$ cat src/rtl/sacc_pkg.sv
package sacc_pkg;

    localparam int MAX_PATTERN_BITS = 64;
    localparam int SAMPLE_WIDTH     = 16;
    localparam int OUT_SAMPLE_WIDTH = 16;

    localparam int HIST_BITS       = 64;
    localparam int GROUP_BITS      = 8;
    localparam int GROUPS          = HIST_BITS / GROUP_BITS;
    localparam int GROUP_CNT_WIDTH = $clog2(GROUP_BITS + 1);
    localparam int COUNT_WIDTH     = $clog2(HIST_BITS + 1);

    localparam int CFG_WIDTH       = 64;
    localparam int LEN_WIDTH       = 7;
    localparam int TAG_WIDTH       = 64;
    localparam int REG_INDEX_WIDTH = 2;

    // rate 1/2, K=7 encoder; second output is inverted
    localparam int           ENC_SPAN        = 7;
    localparam logic [6:0]   POLY_FIRST      = 7'h4f;
    localparam logic [6:0]   POLY_SECOND     = 7'h6d;
    localparam int           CONV_DROP_BITS  = 16;
    localparam int           CONV_LEN_MIN    = 17;
    localparam int           CONV_LEN_MAX    = 48;
    localparam int           PLAIN_LEN_MIN   = 1;
    localparam int           PLAIN_LEN_MAX   = 64;
    localparam logic [TAG_WIDTH-1:0] CONV_TAG_OFFSET = TAG_WIDTH'(80);

    typedef enum logic [REG_INDEX_WIDTH-1:0] {
        REG_CODE_BITS,
        REG_CODE_LENGTH,
        REG_THRESHOLD,
        REG_CONV_ENABLE
    } reg_index_t;

    typedef struct packed {
        logic [HIST_BITS-1:0] pattern;
        logic [HIST_BITS-1:0] mask;
        logic [LEN_WIDTH-1:0] threshold;
        logic                 conv_enable;
    } cfg_t;

    typedef struct packed {
        logic [SAMPLE_WIDTH-1:0]                     sample;
        logic [GROUPS-1:0][GROUP_CNT_WIDTH-1:0]      wrong;
        logic [GROUPS-1:0][GROUP_CNT_WIDTH-1:0]      wrong_inv;
    } corr_t;

endpackage

$ cat src/rtl/sacc_config.sv
module sacc_config (
    input  logic                                 clk,
    input  logic                                 rst_n,
    input  logic                                 write_enable,
    input  logic [sacc_pkg::REG_INDEX_WIDTH-1:0] write_index,
    input  logic [sacc_pkg::CFG_WIDTH-1:0]       write_data,
    output sacc_pkg::cfg_t                       cfg,
    output logic                                 hist_clear
);
    import sacc_pkg::*;

    localparam logic [HIST_BITS-1:0] RESET_MASK =
        (MAX_PATTERN_BITS >= HIST_BITS) ? {HIST_BITS{1'b1}}
                                        : ((HIST_BITS'(1) << MAX_PATTERN_BITS) - HIST_BITS'(1));

    logic [CFG_WIDTH-1:0] code_bits_reg;
    logic [LEN_WIDTH-1:0] code_length_reg;
    logic [LEN_WIDTH-1:0] threshold_reg;
    logic                 conv_enable_reg;
    logic [HIST_BITS-1:0] pattern_reg;
    logic [HIST_BITS-1:0] mask_reg;

    logic [HIST_BITS-1:0] pattern_next;
    logic [HIST_BITS-1:0] mask_next;
    logic [HIST_BITS-1:0] code_masked;
    logic [HIST_BITS-1:0] conv_pattern;
    logic [LEN_WIDTH-1:0] plain_len;
    logic [LEN_WIDTH-1:0] conv_len;
    logic [LEN_WIDTH-1:0] pattern_len;

    always_ff @(posedge clk or negedge rst_n)
    begin
        if (!rst_n)
        begin
            code_bits_reg   <= '0;
            code_length_reg <= LEN_WIDTH'(PLAIN_LEN_MAX);
            threshold_reg   <= '0;
            conv_enable_reg <= 1'b0;
        end
        else if (write_enable)
        begin
            unique case (reg_index_t'(write_index))
                REG_CODE_BITS:   code_bits_reg   <= write_data;
                REG_CODE_LENGTH: code_length_reg <= write_data[LEN_WIDTH-1:0];
                REG_THRESHOLD:   threshold_reg   <= write_data[LEN_WIDTH-1:0];
                REG_CONV_ENABLE: conv_enable_reg <= write_data[0];
            endcase
        end
    end

    assign hist_clear = write_enable && (reg_index_t'(write_index) != REG_THRESHOLD);

    always_comb
    begin
        if (code_length_reg < LEN_WIDTH'(PLAIN_LEN_MIN))
            plain_len = LEN_WIDTH'(PLAIN_LEN_MIN);
        else if (code_length_reg > LEN_WIDTH'(PLAIN_LEN_MAX))
            plain_len = LEN_WIDTH'(PLAIN_LEN_MAX);
        else
            plain_len = code_length_reg;

        if (code_length_reg < LEN_WIDTH'(CONV_LEN_MIN))
            conv_len = LEN_WIDTH'(CONV_LEN_MIN);
        else if (code_length_reg > LEN_WIDTH'(CONV_LEN_MAX))
            conv_len = LEN_WIDTH'(CONV_LEN_MAX);
        else
            conv_len = code_length_reg;

        for (int i = 0; i < HIST_BITS; i++)
            code_masked[i] = code_bits_reg[i] && (LEN_WIDTH'(i) < conv_len);

        if (conv_enable_reg)
            pattern_len = LEN_WIDTH'({conv_len, 1'b0} - (LEN_WIDTH + 1)'(2 * CONV_DROP_BITS));
        else
            pattern_len = plain_len;

        for (int p = 0; p < HIST_BITS; p++)
            mask_next[p] = (LEN_WIDTH'(p) < pattern_len) && (p < MAX_PATTERN_BITS);

        pattern_next = (conv_enable_reg ? conv_pattern : code_bits_reg) & mask_next;
    end

    // Kept coded bits map to fixed code positions: pattern bit p comes from the
    // encoder window starting at code bit R, independent of the code length.
    for (genvar p = 0; p < HIST_BITS; p++)
    begin : g_conv
        if (p % 2 == 1)
        begin : g_first
            localparam int R = (CONV_DROP_BITS - 1 + p) / 2;
            assign conv_pattern[p] = ^(code_masked[R +: ENC_SPAN] & POLY_FIRST);
        end
        else
        begin : g_second
            localparam int R = CONV_DROP_BITS / 2 + p / 2;
            assign conv_pattern[p] = ~^(code_masked[R +: ENC_SPAN] & POLY_SECOND);
        end
    end

    always_ff @(posedge clk or negedge rst_n)
    begin
        if (!rst_n)
        begin
            pattern_reg <= '0;
            mask_reg    <= RESET_MASK;
        end
        else
        begin
            pattern_reg <= pattern_next;
            mask_reg    <= mask_next;
        end
    end

    assign cfg.pattern     = pattern_reg;
    assign cfg.mask        = mask_reg;
    assign cfg.threshold   = threshold_reg;
    assign cfg.conv_enable = conv_enable_reg;

`ifndef SYNTHESIS
    a_pattern_in_mask: assert property (@(posedge clk) disable iff (!rst_n)
        (pattern_reg & ~mask_reg) == '0)
        else $error("pattern has bits outside the compare mask");

    a_mask_nonempty: assert property (@(posedge clk) disable iff (!rst_n)
        mask_reg[0])
        else $error("compare mask is empty");
`endif

endmodule

$ cat src/rtl/sacc_compare.sv
module sacc_compare (
    input  logic                              clk,
    input  logic                              rst_n,
    input  logic                              load,
    input  logic                              hist_clear,
    input  logic [sacc_pkg::SAMPLE_WIDTH-1:0] sample,
    input  sacc_pkg::cfg_t                    cfg,
    output sacc_pkg::corr_t                   corr
);
    import sacc_pkg::*;

    logic [HIST_BITS-1:0] history_reg;
    logic [HIST_BITS-1:0] history_next;
    logic [HIST_BITS-1:0] diff;
    logic                 positive;
    corr_t                corr_reg;
    corr_t                corr_next;

    function automatic logic [GROUP_CNT_WIDTH-1:0] group_ones(input logic [GROUP_BITS-1:0] v);
        logic [GROUP_CNT_WIDTH-1:0] n;
        n = '0;
        for (int i = 0; i < GROUP_BITS; i++)
            n = n + GROUP_CNT_WIDTH'(v[i]);
        return n;
    endfunction

    always_comb
    begin
        positive     = (sample != '0) && !sample[SAMPLE_WIDTH-1];
        history_next = {history_reg[HIST_BITS-2:0], positive};
        diff         = history_next ^ cfg.pattern;
        corr_next.sample = sample;
        for (int g = 0; g < GROUPS; g++)
        begin
            corr_next.wrong[g]     = group_ones(diff[g*GROUP_BITS +: GROUP_BITS]
                                                & cfg.mask[g*GROUP_BITS +: GROUP_BITS]);
            corr_next.wrong_inv[g] = group_ones(~diff[g*GROUP_BITS +: GROUP_BITS]
                                                & cfg.mask[g*GROUP_BITS +: GROUP_BITS]);
        end
    end

    always_ff @(posedge clk or negedge rst_n)
    begin
        if (!rst_n)
            history_reg <= '0;
        else if (hist_clear)
            history_reg <= '0;
        else if (load)
            history_reg <= history_next;
    end

    always_ff @(posedge clk)
    begin
        if (load)
            corr_reg <= corr_next;
    end

    assign corr = corr_reg;

`ifndef SYNTHESIS
    a_hist_cleared: assert property (@(posedge clk) disable iff (!rst_n)
        hist_clear |=> history_reg == '0)
        else $error("history not cleared after code write");
`endif

endmodule

$ cat src/rtl/sacc_decide.sv
module sacc_decide (
    input  logic                                  clk,
    input  logic                                  rst_n,
    input  logic                                  load,
    input  sacc_pkg::corr_t                       corr,
    input  sacc_pkg::cfg_t                        cfg,
    output logic [sacc_pkg::OUT_SAMPLE_WIDTH-1:0] sample_out,
    output logic                                  match,
    output logic                                  inverted,
    output logic [sacc_pkg::TAG_WIDTH-1:0]        tag_position
);
    import sacc_pkg::*;

    logic                        inverted_flag_reg;
    logic                        inverted_flag_next;
    logic [TAG_WIDTH-1:0]        count_reg;
    logic [OUT_SAMPLE_WIDTH-1:0] sample_out_reg;
    logic                        match_reg;
    logic [TAG_WIDTH-1:0]        tag_reg;
    logic [TAG_WIDTH-1:0]        tag_next;
    logic [COUNT_WIDTH-1:0]      wrong_sum;
    logic [COUNT_WIDTH-1:0]      wrong_inv_sum;
    logic                        hit_plain;
    logic                        hit_inv;
    logic                        hit;

    always_comb
    begin
        wrong_sum     = '0;
        wrong_inv_sum = '0;
        for (int g = 0; g < GROUPS; g++)
        begin
            wrong_sum     = wrong_sum + COUNT_WIDTH'(corr.wrong[g]);
            wrong_inv_sum = wrong_inv_sum + COUNT_WIDTH'(corr.wrong_inv[g]);
        end
        hit_plain = COUNT_WIDTH'(wrong_sum) <= COUNT_WIDTH'(cfg.threshold);
        hit_inv   = COUNT_WIDTH'(wrong_inv_sum) <= COUNT_WIDTH'(cfg.threshold);
        hit       = hit_plain || hit_inv;

        // both within threshold reports as inverted
        inverted_flag_next = hit ? hit_inv : inverted_flag_reg;
        if (hit)
            tag_next = count_reg + (cfg.conv_enable ? CONV_TAG_OFFSET : '0);
        else
            tag_next = '0;
    end

    always_ff @(posedge clk or negedge rst_n)
    begin
        if (!rst_n)
        begin
            inverted_flag_reg <= 1'b0;
            count_reg         <= '0;
        end
        else if (load)
        begin
            inverted_flag_reg <= inverted_flag_next;
            count_reg         <= count_reg + TAG_WIDTH'(1);
        end
    end

    always_ff @(posedge clk)
    begin
        if (load)
        begin
            sample_out_reg <= OUT_SAMPLE_WIDTH'(corr.sample);
            match_reg      <= hit;
            tag_reg        <= tag_next;
        end
    end

    assign sample_out   = sample_out_reg;
    assign match        = match_reg;
    assign inverted     = inverted_flag_reg;
    assign tag_position = tag_reg;

`ifndef SYNTHESIS
    a_miss_holds_flag: assert property (@(posedge clk) disable iff (!rst_n)
        load && !hit |=> $stable(inverted_flag_reg) && tag_reg == '0)
        else $error("miss changed inverted flag or produced a tag");
`endif

endmodule

$ cat src/rtl/soft_access_code_correlator.sv
// Pipeline: a sample passes the input register, the compare stage and the decide stage in that order.
// Throughput: one sample per cycle while result_stall does not hold the output; the history shift,
// the sample counter and the inverted flag each close their loop through a single register.
// Reset (rst_n, async, active low): pipeline empty, history, inverted flag and
// sample count cleared, registers back to code 0, length 64, threshold 0, plain mode.
module soft_access_code_correlator (
    input  logic                                        clk,
    input  logic                                        rst_n,
    input  logic                                        sample_valid,
    output logic                                        sample_stall,
    input  logic signed [sacc_pkg::SAMPLE_WIDTH-1:0]     sample,
    output logic                                        result_valid,
    input  logic                                        result_stall,
    output logic signed [sacc_pkg::OUT_SAMPLE_WIDTH-1:0] sample_out,
    output logic                                        match,
    output logic                                        inverted,
    output logic [sacc_pkg::TAG_WIDTH-1:0]              tag_position,
    input  logic                                        write_enable,
    input  logic [sacc_pkg::REG_INDEX_WIDTH-1:0]        write_index,
    input  logic [sacc_pkg::CFG_WIDTH-1:0]              write_data
);
    import sacc_pkg::*;

    logic                        in_valid_reg;
    logic                        mid_valid_reg;
    logic                        out_valid_reg;
    logic [SAMPLE_WIDTH-1:0]     sample_reg;
    logic                        load_in;
    logic                        load_mid;
    logic                        load_out;
    logic                        hist_clear;
    cfg_t                        cfg;
    corr_t                       corr;
    logic [OUT_SAMPLE_WIDTH-1:0] sample_out_w;

    // each stage advances when the next one is empty or moving
    assign load_out     = mid_valid_reg && (!out_valid_reg || !result_stall);
    assign load_mid     = in_valid_reg && (!mid_valid_reg || load_out);
    assign sample_stall = in_valid_reg && !load_mid;
    assign load_in      = sample_valid && !sample_stall;

    always_ff @(posedge clk or negedge rst_n)
    begin
        if (!rst_n)
        begin
            in_valid_reg  <= 1'b0;
            mid_valid_reg <= 1'b0;
            out_valid_reg <= 1'b0;
        end
        else
        begin
            in_valid_reg  <= load_in || (in_valid_reg && !load_mid);
            mid_valid_reg <= load_mid || (mid_valid_reg && !load_out);
            out_valid_reg <= load_out || (out_valid_reg && result_stall);
        end
    end

    always_ff @(posedge clk)
    begin
        if (load_in)
            sample_reg <= unsigned'(sample);
    end

    sacc_config u_config (
        .clk          (clk),
        .rst_n        (rst_n),
        .write_enable (write_enable),
        .write_index  (write_index),
        .write_data   (write_data),
        .cfg          (cfg),
        .hist_clear   (hist_clear)
    );

    sacc_compare u_compare (
        .clk        (clk),
        .rst_n      (rst_n),
        .load       (load_mid),
        .hist_clear (hist_clear),
        .sample     (sample_reg),
        .cfg        (cfg),
        .corr       (corr)
    );

    sacc_decide u_decide (
        .clk          (clk),
        .rst_n        (rst_n),
        .load         (load_out),
        .corr         (corr),
        .cfg          (cfg),
        .sample_out   (sample_out_w),
        .match        (match),
        .inverted     (inverted),
        .tag_position (tag_position)
    );

    assign result_valid = out_valid_reg;
    assign sample_out   = signed'(sample_out_w);

`ifndef SYNTHESIS
    a_stall_only_when_full: assert property (@(posedge clk) disable iff (!rst_n)
        sample_stall |-> mid_valid_reg && out_valid_reg && result_stall)
        else $error("input stalled while the pipeline has room");

    a_no_tag_without_match: assert property (@(posedge clk) disable iff (!rst_n)
        result_valid && !match |-> tag_position == '0)
        else $error("tag position reported without a match");
`endif

endmodule

$ cat config.mk
export PLATFORM = sky130hd
export DESIGN_NAME = soft_access_code_correlator
export DESIGN_NICKNAME = d
export VERILOG_FILES = /design/src/rtl/sacc_pkg.sv /design/src/rtl/sacc_config.sv /design/src/rtl/sacc_compare.sv /design/src/rtl/sacc_decide.sv /design/src/rtl/soft_access_code_correlator.sv
export SDC_FILE = /design/constraint.sdc
export NUM_CORES = 1
export LEC_CHECK = 0
export BUFFER_PORTS_ARGS = -buffer_cell sky130_fd_sc_hd__buf_2
export CAP_MARGIN = 20
export CELL_PAD_IN_SITES_DETAIL_PLACEMENT = 0
export CELL_PAD_IN_SITES_GLOBAL_PLACEMENT = 1
export CORE_MARGIN = 2
export CORE_UTILIZATION = 25
export DETAILED_ROUTE_END_ITERATION = 7
export PLACE_DENSITY_LB_ADDON = 0.1
export SLEW_MARGIN = 15
export SYNTH_ARGS = -nofsm -noshare
export SYNTH_HDL_FRONTEND = slang
export SYNTH_SLANG_ARGS = --single-unit
$ cat constraint.sdc
create_clock -name clk -period 7.9 [get_ports clk]
set_input_delay 1.185 -clock clk [delete_from_list [all_inputs] [get_ports clk]]
set_output_delay 1.185 -clock clk [all_outputs]
set_load 0.02 [all_outputs]
### Yosys cells after proc, flatten, opt, wreduce, memory -nomap -nowiden

Index checks and enable logic that the tools add are counted.
Widths: inputs -> output; s select.

| word-level totals | value |
|---|---|
| flip-flop bits (word level) | 515 |
| output and inout bits | 84 |
| logic and storage cells | 440 |

| cells by class | value |
|---|---|
| add/sub/neg operators | 129 |
| $lt $le $gt $ge | 108 |
| equal/unequal tests | 4 |
| mux-type cells | 9 |
| bitwise logic cells | 26 |
| reduce and logical (&&, ||, !) cells | 131 |

Operators by type and width:

| kind | number |
|---|---|
| $add 4x1->4 | 96 |
| $lt 6x7->1 const A | 46 |
| $lt 5x7->1 const A | 32 |
| $reduce_xnor 7->1 | 32 |
| $reduce_xor 7->1 | 32 |
| $and 8x8->8 | 16 |
| $mux 63 | 2 |
| $lt 4x7->1 const A | 16 |
| $add 7x4->7 | 12 |
| $add 64x1->64 const B | 1 |
| $add 64x64->64 | 1 |
| $and 64x64->64 | 1 |
| $mux 64 | 1 |
| $not 8->8 | 8 |
| $xor 64x64->64 | 1 |
| $logic_and 1x1->1 | 46 |
| $mux 7 | 6 |
| $add 1x1->2 | 16 |
| $lt 3x7->1 const A | 4 |
| $reduce_bool 16->1 | 1 |
| $le 7x7->1 | 2 |
| $lt 1x7->1 const A | 2 |
| $lt 2x7->1 const A | 2 |
| $add 4x4->5 | 2 |
| 13 further kinds | 29 |

### Longest topological paths before layout

| logic depth | value |
|---|---|
| word-level depth | 12 |
| mapped depth | 24 |
| mapped depth without buffers | 22 |

### Cells and area by module

From an unflattened synthesis, not the netlist that was laid out.

| unflattened totals | value |
|---|---|
| cells, all modules | 2618 |
| area, all modules | 29161.7 um^2 |

Modules (own cells, without submodules):

| module | times used | cells an instance | area each (um^2) |
|---|---|---|---|
| sacc_config | 1 | 981 | 10674.0 |
| sacc_decide | 1 | 836 | 8938.6 |
| sacc_compare | 1 | 773 | 8937.3 |
| soft_access_code_correlator | 1 | 28 | 611.8 |

### Least setup slack after synthesis

No wires, ideal clock.

| timing path | value |
|---|---|
| kind | register -> register |
| start | reg u_compare.corr_reg, in the netlist u_compare.corr[0] |
| end | reg u_decide.tag_reg[14], in the netlist u_decide.tag_position[14] (data pin) |
| setup time | 0.266 ns |
| data arrival time | 5.501 ns |
| required time | 7.634 ns |
| path slack | 2.133 ns |
| cell stages (with the launch flop) | 25 |
| path buffers | 2 |
| period minus slack after synthesis | 5.767 ns |
| cells stage by stage | edfxtp_1 ha_1 inv_1 fa_1 xnor2_1 fa_1 inv_1 fa_1 fa_1 fa_1 inv_1 ha_1 a21o_1 a21oi_1 o21bai_1 a21oi_1 xnor2_1 ha_1 nand4_1 o21ai_0 o22ai_1 nor2_1 clkbuf_1 clkbuf_1 nor2_1 |

| between the ends | value |
|---|---|
| cells in the longest elaborated chain, start to end | 9 |

Ends and longest elaborated chain:

| element | RTL line | RTL |
|---|---|---|
| from (decl) | sacc_compare.sv:16 | `corr_t corr_reg;` |
| from (signal assigned) | sacc_compare.sv:55 | `corr_reg <= corr_next;` |
| $add 4x4->5 | sacc_decide.sv:34 | `wrong_inv_sum = wrong_inv_sum + COUNT_WIDTH'(corr.wrong_inv[g]);` |
| $add 7x4->7 (6 in series) | sacc_decide.sv:34 |  |
| $le 7x7->1 | sacc_decide.sv:37 | `hit_inv = COUNT_WIDTH'(wrong_inv_sum) <= COUNT_WIDTH'(cfg.threshold);` |
| $logic_or 1x1->1 | sacc_decide.sv:38 | `hit = hit_plain \|\| hit_inv;` |
| to (signal assigned) | sacc_decide.sv:68 | `tag_reg <= tag_next;` |
| to (decl) | sacc_decide.sv:19 | `logic [TAG_WIDTH-1:0] tag_reg;` |

Every way passes these cells.
A chain may end at the register's enable or synchronous reset.

### Final worst setup path

| timing path | value |
|---|---|
| start | reg u_compare.corr_reg, in the netlist u_compare.corr[4] |
| end | reg u_decide.tag_reg[10], in the netlist u_decide.tag_position[10] (data pin) |

Same word-level chain as after synthesis.

==> impl_metrics.csv <==
group,metric,value,unit
setup_path,endpoint_kind,"flop",
synthesis,synth_adder_area_share,0.112,
cts,cts_made_buffers,68,
timing,setup_viol,0,
synthesis,synth_edf_count,177,
placement,placement.io_buffers,170,
drt,wl_per_cell,19.4,um
synthesis,synth_top_area_cell,"dfrtp_1",
synthesis,synthArstFlopShare,0.656,
placement,place_congestion,0.797,
timing,fin_crit,6.22,ns
cts,clk_path_buf_depth,3,
worst_hold_path,hold_path_class,"reg2reg",
cts,clkTransAtPathRegs,0.06,ns
job,maxCapViolCount,0,
grt,grt_antenna_before_repair,6,
synthesis,muxShareOfSynthArea,0.0374,
synthesis,ys_warn_count,0,
drt,ant_nets,0,
synthesis,synth-compound-area-share,0.0748,
cells_and_area,final_common_cell,"nand2_1",
synthesis,synth_area,28800,um2
synthesis,synth_cells,2680,
cts,h-tree-depth,3,
timing,hold_viol,0,
grt,grt_pass1_vias,20300,
synthesis,synth-seq-cells,515,
drt,first_iter_violations,1109,
floorplan,dieArea,118000,um2
setup_path,criticalPathCategory,"reg2reg",
floorplan,num_rows,124,
cells_and_area,nFillCells,11900,
synthesis,synthTopCellsByArea,"dfrtp_1 24%, edfxtp_1 18%, fa_1 7.1%",
cells_and_area,syn2layout_area_growth,17.2,%
setup_path,cp.arrival,6.57,ns
cts,cts_resized,0,
synthesis,synth_simple_gate_area_share,0.137,
cts,cts_tree,"built",
drt,totalWireLength,85600,um
timing,worst_slew_pin_slew,1.01,ns
drt,firstDrtPassIters,6,
setup_path,worst_ep_required_time,8.24,ns
grt,grt_max_degree,134,
synthesis,synth_area_per_cell,10.8,um2
floorplan,initial_core_util,0.252,
timing,fin_crit_sh,0.787,
drt,dr_total_vias,19000,
drt,drc,0,
cts,cts.sinks,515,
synthesis,post_synth_xor_area_fraction,0.108,
synthesis,yosys.cell_types.count,94,
cells_and_area,drive_gt1_frac,0.179,
grt,overflow,0,
timing,rsz0062_at_grt,"false",
setup_path,path_max_fanout,65,
floorplan,ios,171,
floorplan,die_w,344,um
status,status,"complete, no violations",
floorplan,die_y,344,um
timing,timing.slew.headroom,0.323,
setup_path,regToRegSetupSlack,1.68,ns
cells_and_area,post-route-util,0.296,
grt,grt_first_pass_wirelength,131000,um
setup_path,cp-start-kind,"flop",
synthesis,synth_nets,2965,
cells_and_area,layout_common_cells,"283 x nand2_1, 272 x dfrtp_1, 252 x inv_1",
synthesis,synth_top_family_by_area,"simple AND/OR/NAND/NOR gates",
timing,finalClockSkew,0.0280,ns
cts,ctsHoldBuffers,0,
floorplan,core,114000,um2
synthesis,synth_top_area_share,0.237,
placement,dp.final_hpwl,65300,um
cts,clock_latency,0.64,ns
cells_and_area,finish.net_count,3118,
timing,drv_slew,0,
cts,cts-root-buf,"clkbuf_16",
timing,tns,0,ns
synthesis,synth_top_flop_cell,"dfrtp_1",
grt,track_usage,0.147,
synthesis,yosysSeqAreaShare,0.481,
drt,vias_per_cell,4.32,
cts,cts_setup_buffers,0,
timing,max_freq,0.161,GHz
cells_and_area,largest_register_ffs,80,
timing,hold_ws,0.418,ns
-- area by class of cell --
type,instances,area [um2],area share
Sequential cell,515,13900,0.410
Multi-Input combinational cell,1798,13600,0.402
Tap cell,1512,1890,0.0560
Clock buffer,87,1850,0.0546
Timing Repair Buffer,196,1070,0.0316
Inverter,254,956,0.0283
Clock inverter,39,582,0.0172
Antenna cell,3,7.51,0.000222
-- path summary, 6_finish.rpt --
path                            cells past startpoint                                 endpoint                          from
worst max-delay path                               23  u_decide.tag_position[10]$_SDFFCE_PN0P_   u_compare.corr[4]$_DFFE_PP_
worst min-delay path                                0        u_decide.sample_out[14]$_DFFE_PP_  u_compare.corr[78]$_DFFE_PP_
worst max register to register                     23  u_decide.tag_position[10]$_SDFFCE_PN0P_   u_compare.corr[4]$_DFFE_PP_
worst min register to register                      0        u_decide.sample_out[14]$_DFFE_PP_  u_compare.corr[78]$_DFFE_PP_
max in group asynchronous                           2       u_decide.count_reg[10]$_DFFE_PN0P_                         rst_n
min in group asynchronous                           1                   in_valid_reg$_DFF_PN0_                         rst_n
-- routing by layer --
metal | up-vias | part of all wire | track usage
li1 | 9199 | - | -
met1 | 9358 | 0.47 | 0.199
met2 | 330 | 0.47 | 0.241
met3 | 117 | 0.032 | 0.0238
met4 | 0 | 0.030 | 0.0476
met5 | - | 0 | 0
-- cells in the mapped netlist (65+ instances only) --
library cell,n
xnor2_1,203
a21oi_1,143
edfxtp_1,177
nand2_1,284
clkbuf_1,75
inv_1,252
fa_1,102
mux2_2,77
dfstp_2,65
dfrtp_1,273
nor2_1,191
ha_1,96
xor2_1,135
-- cell families after synthesis --
| kind of cell | after synthesis |
|---|---|
| AND/OR/NAND/NOR | 816 |
| flip-flops | 515 |
| buffers and inverters | 367 |
| XOR/XNOR | 346 |
| AO/OA/AOI/OAI | 339 |
| adder cells (fa/ha/maj) | 198 |
| multiplexers | 98 |
| other | 1 |
-- critical path, cell delays in order (launching register included) --
cell	delay (ns)
edfxtp_1	0.34
ha_1	0.17
inv_1	0.05
fa_1	0.39
xnor2_1	0.16
fa_1	0.48
inv_1	0.06
fa_1	0.50
fa_1	0.52
fa_1	0.57
inv_1	0.06
ha_1	0.28
a21o_1	0.15
a21oi_1	0.23
o21bai_1	0.10
a21oi_1	0.17
xnor2_1	0.10
ha_1	0.30
nand4_1	0.12
o21ai_0	0.19
o22ai_1	0.17
nor2_4	0.12
buf_4	0.51
nor2_1	0.12
-- metrics by stage --
stage          instances  cell area, um2  setup slack (ns)
3_3_place_gp        4275           31400              1.74
5_1_grt             4401           33800              1.18
3_5_place_dp        4275           31400              1.61
6_report            4404           33800              1.68
4_1_cts             4401           33800              1.61
2_1_floorplan       2680           28800              2.13
Power is not shown: default switching activity piles up to over one toggle a cycle in this logic, so the estimate is an artifact.
